--- src/bpc_pkg.sv ---
// Shared types and constants for the burn phase controller.
// Holds the command and phase codes, register indexes and timing constants.
// No dependencies.
`default_nettype none

package bpc_pkg;

    // Input commands.
    typedef enum logic [2:0] {
        CMD_SAMPLE       = 3'd0,
        CMD_INIT         = 3'd1,
        CMD_START_BOOST  = 3'd2,
        CMD_FORCE_SAFETY = 3'd3,
        CMD_FORCE_IDLE   = 3'd4
    } cmd_t;

    // Burn phases, as reported on the result channel.
    typedef enum logic [2:0] {
        PH_IDLE    = 3'd0,
        PH_BOOST   = 3'd1,
        PH_RAMP    = 3'd2,
        PH_HOLD    = 3'd3,
        PH_COALBED = 3'd4,
        PH_SAFETY  = 3'd5
    } phase_t;

    // Configuration register indexes.
    localparam logic [2:0] REG_EXHAUST_SETPOINT = 3'd0;
    localparam logic [2:0] REG_DEADBAND         = 3'd1;
    localparam logic [2:0] REG_BOOST_SECONDS    = 3'd2;
    localparam logic [2:0] REG_FLUE_LOW_LIMIT   = 3'd3;
    localparam logic [2:0] REG_COALBED_MINUTES  = 3'd4;
    localparam logic [2:0] REG_FAN_FLOOR        = 3'd5;
    localparam logic [2:0] REG_FAN_CEILING      = 3'd6;

    localparam int CFG_ADDR_W = 3;
    localparam int CFG_DATA_W = 15;

    // Timing constants in milliseconds.
    localparam logic [31:0] HOLD_STABLE_MS = 32'd5000;
    localparam logic [31:0] RAMP_STABLE_MS = 32'd3000;
    localparam logic [31:0] MS_PER_SEC     = 32'd1000;
    localparam logic [31:0] MS_PER_MIN     = 32'd60000;

    // Fan curve constants (error in 1/16 degree, fan in percent).
    localparam logic [6:0] FAN_FULL        = 7'd100;
    localparam logic [6:0] FAN_SOFT_CAP    = 7'd80;
    localparam logic [6:0] FAN_ZONE3_BASE  = 7'd50;
    localparam logic [6:0] FAN_CEILING_RST = 7'd100;
    localparam int         ERR_ZONE1       = 80;
    localparam int         ERR_ZONE2       = 400;
    localparam int         ERR_ZONE3_CAP   = 640;

endpackage

`default_nettype wire

--- src/burn_phase_controller.sv ---
// Burn phase controller top level: configuration registers, phase state and
// the registered result stage. Depends on bpc_pkg.
//
// The block takes one item per clock unless stalled. Every item yields
// exactly one result, which appears in the output register on the cycle
// after the item is accepted. The phase step (timer compares on wrapping
// 32-bit differences, temperature thresholds and the hold fan curve) is
// one pass of logic from the input ports and the state registers into the
// output register, so s_ready stays high while the output register is
// empty or being drained; it drops only while a result waits and m_ready
// is low. Configuration writes take effect at the edge where cfg_we is
// high and apply to items accepted after that edge.
`default_nettype none

module burn_phase_controller (
    input  wire logic                              aclk,
    input  wire logic                              aresetn,
    // Configuration write port
    input  wire logic                              cfg_we,
    input  wire logic [bpc_pkg::CFG_ADDR_W-1:0]    cfg_addr,
    input  wire logic [bpc_pkg::CFG_DATA_W-1:0]    cfg_wdata,
    // Input item channel
    input  wire logic                              s_valid,
    output logic                                   s_ready,
    input  wire logic [2:0]                        s_cmd,
    input  wire logic [31:0]                       s_now_ms,
    input  wire logic signed [15:0]                s_exhaust_temp,
    // Result item channel
    output logic                                   m_valid,
    input  wire logic                              m_ready,
    output logic [6:0]                             m_fan_percent,
    output logic                                   m_damper_open,
    output logic [2:0]                             m_phase,
    output logic                                   m_boost_on
);

    // Configuration registers.
    logic [10:0] exhaust_setpoint_reg;
    logic [7:0]  deadband_reg;
    logic [14:0] boost_seconds_reg;
    logic [10:0] flue_low_limit_reg;
    logic [14:0] coalbed_minutes_reg;
    logic [6:0]  fan_floor_reg;
    logic [6:0]  fan_ceiling_reg;

    // Phase state.
    bpc_pkg::phase_t phase_reg, phase_next;
    logic        boost_running_reg, boost_running_next;
    logic [31:0] boost_start_reg, boost_start_next;
    logic        coalbed_running_reg, coalbed_running_next;
    logic [31:0] coalbed_start_reg, coalbed_start_next;
    logic        hold_running_reg, hold_running_next;
    logic [31:0] hold_start_reg, hold_start_next;
    logic        ramp_running_reg, ramp_running_next;
    logic [31:0] ramp_start_reg, ramp_start_next;
    logic        damper_reg, damper_next;

    // Result register.
    logic        m_valid_reg;
    logic [6:0]  fan_reg, fan_next;

    logic        in_accept;

    // Derived thresholds.
    logic [31:0]        boost_ms;
    logic [31:0]        coalbed_ms;
    logic signed [17:0] temp_x;
    logic signed [17:0] sp_x;
    logic signed [17:0] db_x;
    logic signed [17:0] flue_thr;
    logic signed [17:0] hold_thr;
    logic signed [17:0] ramp_thr;
    logic signed [17:0] sp_thr;
    logic signed [17:0] err;

    // Hold fan curve: three zones on the error below setpoint, soft cap, clamp.
    function automatic logic [6:0] hold_fan(
        input logic signed [17:0] e,
        input logic [6:0]         lo,
        input logic [6:0]         hi
    );
        logic signed [18:0] fan;
        logic signed [18:0] lo_s;
        logic signed [18:0] hi_s;
        logic signed [18:0] cap_s;
        logic [6:0]         res;
        lo_s  = $signed({12'd0, lo});
        cap_s = $signed({12'd0, bpc_pkg::FAN_SOFT_CAP});
        if (e <= 18'(bpc_pkg::ERR_ZONE1)) begin
            res = lo;
        end else if (e <= 18'(bpc_pkg::ERR_ZONE2)) begin
            hi_s = $signed({12'd0, hi});
            fan  = lo_s + 19'((e - 18'(bpc_pkg::ERR_ZONE1)) >>> 3);
            if (fan > cap_s) begin
                fan = cap_s;
            end
            if (fan < lo_s) begin
                res = lo;
            end else if (fan > hi_s) begin
                res = hi;
            end else begin
                res = fan[6:0];
            end
        end else begin
            hi_s = $signed({12'd0, bpc_pkg::FAN_FULL});
            fan  = $signed({12'd0, bpc_pkg::FAN_ZONE3_BASE})
                 + 19'((e - 18'(bpc_pkg::ERR_ZONE2)) >>> 3);
            if (e <= 18'(bpc_pkg::ERR_ZONE3_CAP) && fan > cap_s) begin
                fan = cap_s;
            end
            if (fan < lo_s) begin
                res = lo;
            end else if (fan > hi_s) begin
                res = bpc_pkg::FAN_FULL;
            end else begin
                res = fan[6:0];
            end
        end
        return res;
    endfunction

    // Handshake: take an item whenever the result register is free or draining.
    assign s_ready   = !m_valid_reg || m_ready;
    assign in_accept = s_valid && s_ready;

    // Timer lengths and temperature thresholds in 1/16 degree.
    assign boost_ms   = 32'(boost_seconds_reg) * bpc_pkg::MS_PER_SEC;
    assign coalbed_ms = 32'(coalbed_minutes_reg) * bpc_pkg::MS_PER_MIN;
    assign temp_x     = 18'(s_exhaust_temp);
    assign sp_x       = $signed({7'd0, exhaust_setpoint_reg});
    assign db_x       = $signed({10'd0, deadband_reg});
    assign flue_thr   = $signed({7'd0, flue_low_limit_reg}) <<< 4;
    assign hold_thr   = (sp_x - db_x) <<< 4;
    assign ramp_thr   = (sp_x - (db_x <<< 1)) <<< 4;
    assign sp_thr     = sp_x <<< 4;
    assign err        = sp_thr - temp_x;

    // Next state of the phase machine for the item at the input.
    always_comb begin
        logic boost_hold;
        phase_next           = phase_reg;
        boost_running_next   = boost_running_reg;
        boost_start_next     = boost_start_reg;
        coalbed_running_next = coalbed_running_reg;
        coalbed_start_next   = coalbed_start_reg;
        hold_running_next    = hold_running_reg;
        hold_start_next      = hold_start_reg;
        ramp_running_next    = ramp_running_reg;
        ramp_start_next      = ramp_start_reg;
        damper_next          = damper_reg;
        boost_hold           = 1'b0;

        case (s_cmd)
            bpc_pkg::CMD_SAMPLE: begin
                if (phase_reg == bpc_pkg::PH_SAFETY) begin
                    // Safety drops every timer and closes the damper.
                    boost_running_next   = 1'b0;
                    coalbed_running_next = 1'b0;
                    hold_running_next    = 1'b0;
                    ramp_running_next    = 1'b0;
                    damper_next          = 1'b0;
                end else begin
                    // Boost countdown.
                    if (boost_running_reg) begin
                        if (s_now_ms - boost_start_reg < boost_ms) begin
                            phase_next  = bpc_pkg::PH_BOOST;
                            damper_next = 1'b1;
                            boost_hold  = 1'b1;
                        end else begin
                            boost_running_next = 1'b0;
                            phase_next         = bpc_pkg::PH_RAMP;
                        end
                    end
                    if (!boost_hold) begin
                        // Coal-bed timer runs while the flue is below its limit.
                        if (temp_x < flue_thr) begin
                            if (!coalbed_running_reg) begin
                                coalbed_running_next = 1'b1;
                                coalbed_start_next   = s_now_ms;
                            end
                            if (s_now_ms - coalbed_start_next >= coalbed_ms) begin
                                phase_next           = bpc_pkg::PH_COALBED;
                                coalbed_running_next = 1'b0;
                                hold_running_next    = 1'b0;
                                ramp_running_next    = 1'b0;
                            end
                        end else begin
                            coalbed_running_next = 1'b0;
                        end

                        // Stability timers between ramp and hold.
                        case (phase_next)
                            bpc_pkg::PH_RAMP: begin
                                if (temp_x >= hold_thr) begin
                                    if (!hold_running_next) begin
                                        hold_running_next = 1'b1;
                                        hold_start_next   = s_now_ms;
                                    end
                                    if (s_now_ms - hold_start_next
                                            >= bpc_pkg::HOLD_STABLE_MS) begin
                                        phase_next        = bpc_pkg::PH_HOLD;
                                        hold_running_next = 1'b0;
                                    end
                                end else begin
                                    hold_running_next = 1'b0;
                                end
                            end
                            bpc_pkg::PH_HOLD: begin
                                if (temp_x < ramp_thr) begin
                                    if (!ramp_running_next) begin
                                        ramp_running_next = 1'b1;
                                        ramp_start_next   = s_now_ms;
                                    end
                                    if (s_now_ms - ramp_start_next
                                            >= bpc_pkg::RAMP_STABLE_MS) begin
                                        phase_next        = bpc_pkg::PH_RAMP;
                                        ramp_running_next = 1'b0;
                                        hold_running_next = 1'b0;
                                    end
                                end else begin
                                    ramp_running_next = 1'b0;
                                end
                            end
                            bpc_pkg::PH_COALBED: begin
                                if (temp_x > hold_thr) begin
                                    phase_next        = bpc_pkg::PH_RAMP;
                                    hold_running_next = 1'b0;
                                    ramp_running_next = 1'b0;
                                end
                            end
                            default: begin
                            end
                        endcase

                        damper_next = (phase_next != bpc_pkg::PH_IDLE);
                    end
                end
            end
            bpc_pkg::CMD_INIT: begin
                phase_next           = bpc_pkg::PH_BOOST;
                boost_running_next   = 1'b1;
                boost_start_next     = s_now_ms;
                hold_running_next    = 1'b0;
                ramp_running_next    = 1'b0;
                coalbed_running_next = 1'b0;
                damper_next          = 1'b0;
            end
            bpc_pkg::CMD_START_BOOST: begin
                if (phase_reg != bpc_pkg::PH_SAFETY) begin
                    boost_running_next = 1'b1;
                    boost_start_next   = s_now_ms;
                    phase_next         = bpc_pkg::PH_BOOST;
                end
            end
            bpc_pkg::CMD_FORCE_SAFETY: begin
                phase_next = bpc_pkg::PH_SAFETY;
            end
            bpc_pkg::CMD_FORCE_IDLE: begin
                phase_next = bpc_pkg::PH_IDLE;
            end
            default: begin
            end
        endcase
    end

    // Fan demand for the item: only a sample command drives the fan.
    always_comb begin
        fan_next = '0;
        if (s_cmd == bpc_pkg::CMD_SAMPLE) begin
            case (phase_next)
                bpc_pkg::PH_BOOST,
                bpc_pkg::PH_RAMP:  fan_next = bpc_pkg::FAN_FULL;
                bpc_pkg::PH_HOLD:  fan_next = hold_fan(err, fan_floor_reg, fan_ceiling_reg);
                default:           fan_next = '0;
            endcase
        end
    end

    // Configuration writes.
    always_ff @(posedge aclk) begin
        if (!aresetn) begin
            exhaust_setpoint_reg <= '0;
            deadband_reg         <= '0;
            boost_seconds_reg    <= '0;
            flue_low_limit_reg   <= '0;
            coalbed_minutes_reg  <= '0;
            fan_floor_reg        <= '0;
            fan_ceiling_reg      <= bpc_pkg::FAN_CEILING_RST;
        end else if (cfg_we) begin
            case (cfg_addr)
                bpc_pkg::REG_EXHAUST_SETPOINT: exhaust_setpoint_reg <= cfg_wdata[10:0];
                bpc_pkg::REG_DEADBAND:         deadband_reg         <= cfg_wdata[7:0];
                bpc_pkg::REG_BOOST_SECONDS:    boost_seconds_reg    <= cfg_wdata[14:0];
                bpc_pkg::REG_FLUE_LOW_LIMIT:   flue_low_limit_reg   <= cfg_wdata[10:0];
                bpc_pkg::REG_COALBED_MINUTES:  coalbed_minutes_reg  <= cfg_wdata[14:0];
                bpc_pkg::REG_FAN_FLOOR:        fan_floor_reg        <= cfg_wdata[6:0];
                bpc_pkg::REG_FAN_CEILING:      fan_ceiling_reg      <= cfg_wdata[6:0];
                default: begin
                end
            endcase
        end
    end

    // Phase state advances once per accepted item.
    always_ff @(posedge aclk) begin
        if (!aresetn) begin
            phase_reg           <= bpc_pkg::PH_IDLE;
            boost_running_reg   <= 1'b0;
            boost_start_reg     <= '0;
            coalbed_running_reg <= 1'b0;
            coalbed_start_reg   <= '0;
            hold_running_reg    <= 1'b0;
            hold_start_reg      <= '0;
            ramp_running_reg    <= 1'b0;
            ramp_start_reg      <= '0;
            damper_reg          <= 1'b0;
        end else if (in_accept) begin
            phase_reg           <= phase_next;
            boost_running_reg   <= boost_running_next;
            boost_start_reg     <= boost_start_next;
            coalbed_running_reg <= coalbed_running_next;
            coalbed_start_reg   <= coalbed_start_next;
            hold_running_reg    <= hold_running_next;
            hold_start_reg      <= hold_start_next;
            ramp_running_reg    <= ramp_running_next;
            ramp_start_reg      <= ramp_start_next;
            damper_reg          <= damper_next;
        end
    end

    // Result register valid flag.
    always_ff @(posedge aclk) begin
        if (!aresetn) begin
            m_valid_reg <= 1'b0;
        end else if (in_accept) begin
            m_valid_reg <= 1'b1;
        end else if (m_ready) begin
            m_valid_reg <= 1'b0;
        end
    end

    // Result payload; damper, phase and boost flag come from the state registers.
    always_ff @(posedge aclk) begin
        if (in_accept) begin
            fan_reg <= fan_next;
        end
    end

    assign m_valid       = m_valid_reg;
    assign m_fan_percent = fan_reg;
    assign m_damper_open = damper_reg;
    assign m_phase       = phase_reg;
    assign m_boost_on    = boost_running_reg;

    // The reported phase always matches the phase state while a result waits.
    a_phase_tracks_state: assert property (@(posedge aclk) disable iff (!aresetn)
        m_valid |-> (m_phase == phase_reg))
        else $error("reported phase differs from phase state");

    // Phase state only moves when an item is taken.
    a_state_only_on_accept: assert property (@(posedge aclk) disable iff (!aresetn)
        !in_accept |=> ($stable(phase_reg) && $stable(boost_running_reg)
                        && $stable(damper_reg)))
        else $error("phase state changed without an item");

    // Commands other than sample never drive the fan.
    a_fan_off_for_commands: assert property (@(posedge aclk) disable iff (!aresetn)
        (in_accept && s_cmd != bpc_pkg::CMD_SAMPLE) |=> (m_fan_percent == '0))
        else $error("fan demand on a non-sample command");

    // A sample in safety stops the fan, closes the damper and stops boost.
    a_safety_sample: assert property (@(posedge aclk) disable iff (!aresetn)
        (in_accept && s_cmd == bpc_pkg::CMD_SAMPLE && phase_reg == bpc_pkg::PH_SAFETY)
        |=> (m_fan_percent == '0 && !m_damper_open && !m_boost_on
             && phase_reg == bpc_pkg::PH_SAFETY))
        else $error("safety sample left fan, damper or boost active");

    // Init always lands in boost with the damper closed.
    a_init_enters_boost: assert property (@(posedge aclk) disable iff (!aresetn)
        (in_accept && s_cmd == bpc_pkg::CMD_INIT)
        |=> (phase_reg == bpc_pkg::PH_BOOST && boost_running_reg && !damper_reg))
        else $error("init did not enter boost");

endmodule

`default_nettype wire

--- config.mk ---
export PLATFORM = sky130hd
export DESIGN_NAME = burn_phase_controller
export DESIGN_NICKNAME = d
export VERILOG_FILES = /design/src/bpc_pkg.sv /design/src/burn_phase_controller.sv
export SDC_FILE = /design/constraint.sdc
export NUM_CORES = 1
export LEC_CHECK = 0
export ABC_AREA = 1
export BUFFER_PORTS_ARGS = -buffer_cell sky130_fd_sc_hd__buf_2
export CORE_MARGIN = 1.5
export CORE_UTILIZATION = 25
export DETAILED_ROUTE_END_ITERATION = 8
export HOLD_SLACK_MARGIN = 0.05
export MAX_ROUTING_LAYER = met4
export PLACE_DENSITY = 0.4
export SLEW_MARGIN = 20
export SYNTH_ARGS = -nofsm -noshare
export SYNTH_HDL_FRONTEND = slang
export SYNTH_SLANG_ARGS = --single-unit
--- constraint.sdc ---
create_clock -name aclk -period 11.7 [get_ports aclk]
set_clock_uncertainty 0.15 [all_clocks]
set_input_delay 2.34 -clock aclk [delete_from_list [all_inputs] [get_ports aclk]]
set_output_delay 2.34 -clock aclk [all_outputs]
set_load 0.03 [all_outputs]
==> results.md <==
* Status: finished, final reports clean
* Die height at 324 um
* Post-synth EDFFs at 7
* Total routed wirelength at 83.7 mm
* Clock sink total at 218
* Worst-margin pin slew at 907 ps
* Cell with the most instances after synthesis: nand2_1
* Sequential fraction of the synthesis area at 0.172
* Shortest period the worst path allows at 10520 ps
* Initial antenna violation count at 0
* Hold Crit Depth at 2
* Crit path DAT at 10690 ps
* CTS HTree Levels at 2
* CP Data Required Time at 11870 ps
* Routed vias at 23600
* Total gr overflow at 0
* Fin. Hold Viols at 0
* Area Growth Syn to Fin at 14.7%
* Worst path slowest cell: fa_1
* Largest net degree at the start of global routing at 82
* Top delay family on crit path: simple AND/OR/NAND/NOR gates
* Hold Path Sink: coalbed_start_reg[27]
* Avg Inst Size Synth at 6.95 sq um
* Antenna Nets Post-Route at 0
* Post-synth top cells: nand2_1, inv_1, a21oi_1
* Max-cap viol count at 0
* Slew margin rel. at 0.392
* Cell variety after synth at 58
* Fmax achieved at 95.1 MHz
* R2R Path End: m_fan_percent[2]
* Antenna diodes at 0
* Vias/cell at 4.52
* CP max FO at 7
* Final net count at 4394
* CTS tree: done
* Clock-pin slew on the worst setup and hold paths at 50 ps
* Lkg Pwr at 14.4 nW
* GPL Wtd Cong at 0.851
* Row count at 117
* Hold Startpoint: coalbed_start_reg[27]
* Hold WS at 295 ps
* Most area-consuming cells after synthesis: ha_1, dfxtp_1, nand2_1
* R2R Setup Slk at 1270 ps
* Critical path type: input pin to register
* Post-Synthesis Cells at 3703
* Post-route DRC at 0
* Power Density at 107 nW/um^2
* Final Cycle Share at 0.899
* Ys Warns at 0
* GRT Util Overall at 0.167
* R2R depth at 69
* CP dominant cell by count: nand2_1
* Wire per inst at 16.0 um
* CORE AREA at 102000 sq um
* Register bit total from synthesis at 218
* Crit. End Element: register
* Tot Pwr at 3.16 mW
* RSZ-0062 raised after global routing: no
* Ys flop type: dfxtp_1
* Max-slew violations at 0
* Fraction of registers with async set/reset at 0
* CP bufs+invs at 4
* TritonRoute pass-1 iters at 5
* Yosys top cell area share at 0.185
* Fillers at 11400
* Critical Path Start Type: input pin
* Clock buffer depth at 3
* # setup viols final at 0
* Global-route wire length before repair at 133 mm
* Peak supply drop at 0.0963 mV
* Dpl hpwl at 69.0 mm
* Cts bufs inserted at 36
* Post-Syn Area at 25700 sq um
* Mapped Nets at 4269
* Hold crit path type: register to register
* Max incr delay on CP at 360 ps
* Clk_lat worst skew at 570 ps
* Root Driver: clkbuf_16
* DIE WIDTH at 324 um
* DR iter-0 viols at 1075
* Vias in the first global route at 23400
* Ratio of cells with drive above 1 in the final layout at 0.0757
* Io pins at 88
* Cell accounting for the most synthesized area: ha_1
* Die area at 105000 sq um
* Port bufs at 87
* Initial Util at 0.252
* R2R Path Start: coalbed_minutes_reg[2]
cells by family (layout without fill, tap and decap cells):
| family | after synthesis | after routing | share of synthesized area |
|---|---|---|---|
| compound gates | 928 | 928 | 0.197 |
| buf+inv | 640 | 792 | 0.0940 |
| simple gates | 1255 | 1255 | 0.205 |
| flops | 218 | 218 | 0.172 |
| xor+xnor | 170 | 170 | 0.0595 |
| fa+ha+maj | 492 | 492 | 0.272 |
worst max-delay path by stage:
stage                            from          endpoint  slack [ps]  cells after the start
2_1_floorplan             s_now_ms[0]  m_fan_percent[0]        1210                     77
3_3_place_gp              s_now_ms[0]  m_fan_percent[6]         110                     78
3_5_place_dp              s_now_ms[0]  m_fan_percent[3]         -20                     77
4_1_cts        coalbed_minutes_reg[4]  m_fan_percent[3]         550                     67
5_1_grt                   s_now_ms[0]  m_fan_percent[2]          70                     78
6_report                  s_now_ms[0]  m_fan_percent[2]        1180                     79
stage by stage:
stage	TNS, ps	area [sq um]	worst slack [ps]	instances	utilization
3_5_place_dp	-55.5	28200	-16.9	5157	0.277
6_report	0	29500	1180	5223	0.290
5_1_grt	0	29500	69.4	5223	0.290
3_3_place_gp	0	28200	113	5157	0.277
4_1_cts	0	29400	546	5222	0.288
2_1_floorplan	0	25700	1210	3703	-
placed cells by master, fill, tap and decap left out, types with 6 or more instances in the layout:
cell,n
buf_4,81
nand3_1,150
nand3b_1,15
o21ai_0,289
buf_2,86
or2_2,7
o21ai_1,22
a31oi_1,23
a21o_1,9
o21bai_1,25
clkinv_2,7
inv_1,548
nor2_1,252
nor3_1,36
dfxtp_1,210
nand2_1,702
nor2_2,6
clkbuf_16,37
a211oi_1,12
ha_1,379
o211ai_1,11
o21a_1,60
xor2_1,110
xnor2_1,55
a21oi_1,435
fa_1,112
edfxtp_1,7
nand4_1,50
clkbuf_1,8
nand2_2,10
per-layer routing:
metal	global-route usage	vias to the layer above	routed length (um)
met1	0.207	10700	39000
li1	-	12600	-
met2	0.294	230	41400
met5	-	-	0
met4	0.0333	0	1460
met3	0.0150	68	1840
worst reg2reg max path, delay by kind of cell (launching register included):
kind | cells | cell delay, ps
compound gates | 8 | 1040
xor+xnor | 1 | 250
fa+ha+maj | 8 | 3490
buf+inv | 5 | 510
flops | 1 | 480
simple gates | 47 | 4240
power breakdown:
group	internal (mW)	total [mW]	switching, mW
Clock	0.671	1.11	0.435
Sequential	0.769	0.789	0.0203
Combinational	0.471	1.27	0.794
final cells by class:
type / instances / area [sq um] / area share
Inverter: 559 / 2100 / 0.0712
Sequential cell: 218 / 4440 / 0.150
Multi-Input combinational cell: 2845 / 19000 / 0.644
Tap cell: 1368 / 1710 / 0.0580
Timing Repair Buffer: 168 / 1050 / 0.0356
Clock inverter: 17 / 213 / 0.00721
Clock buffer: 48 / 997 / 0.0338
timing repair:
| item | 4_1_cts | 5_1_grt |
|---|---|---|
| hold buffers | 0 | 0 |
| endpoints found under the setup margin | 0 | 10 |
| setup buffers | 0 | 1 |
| gates resized for setup | 0 | 46 |
(Power assumes the default switching activity.)
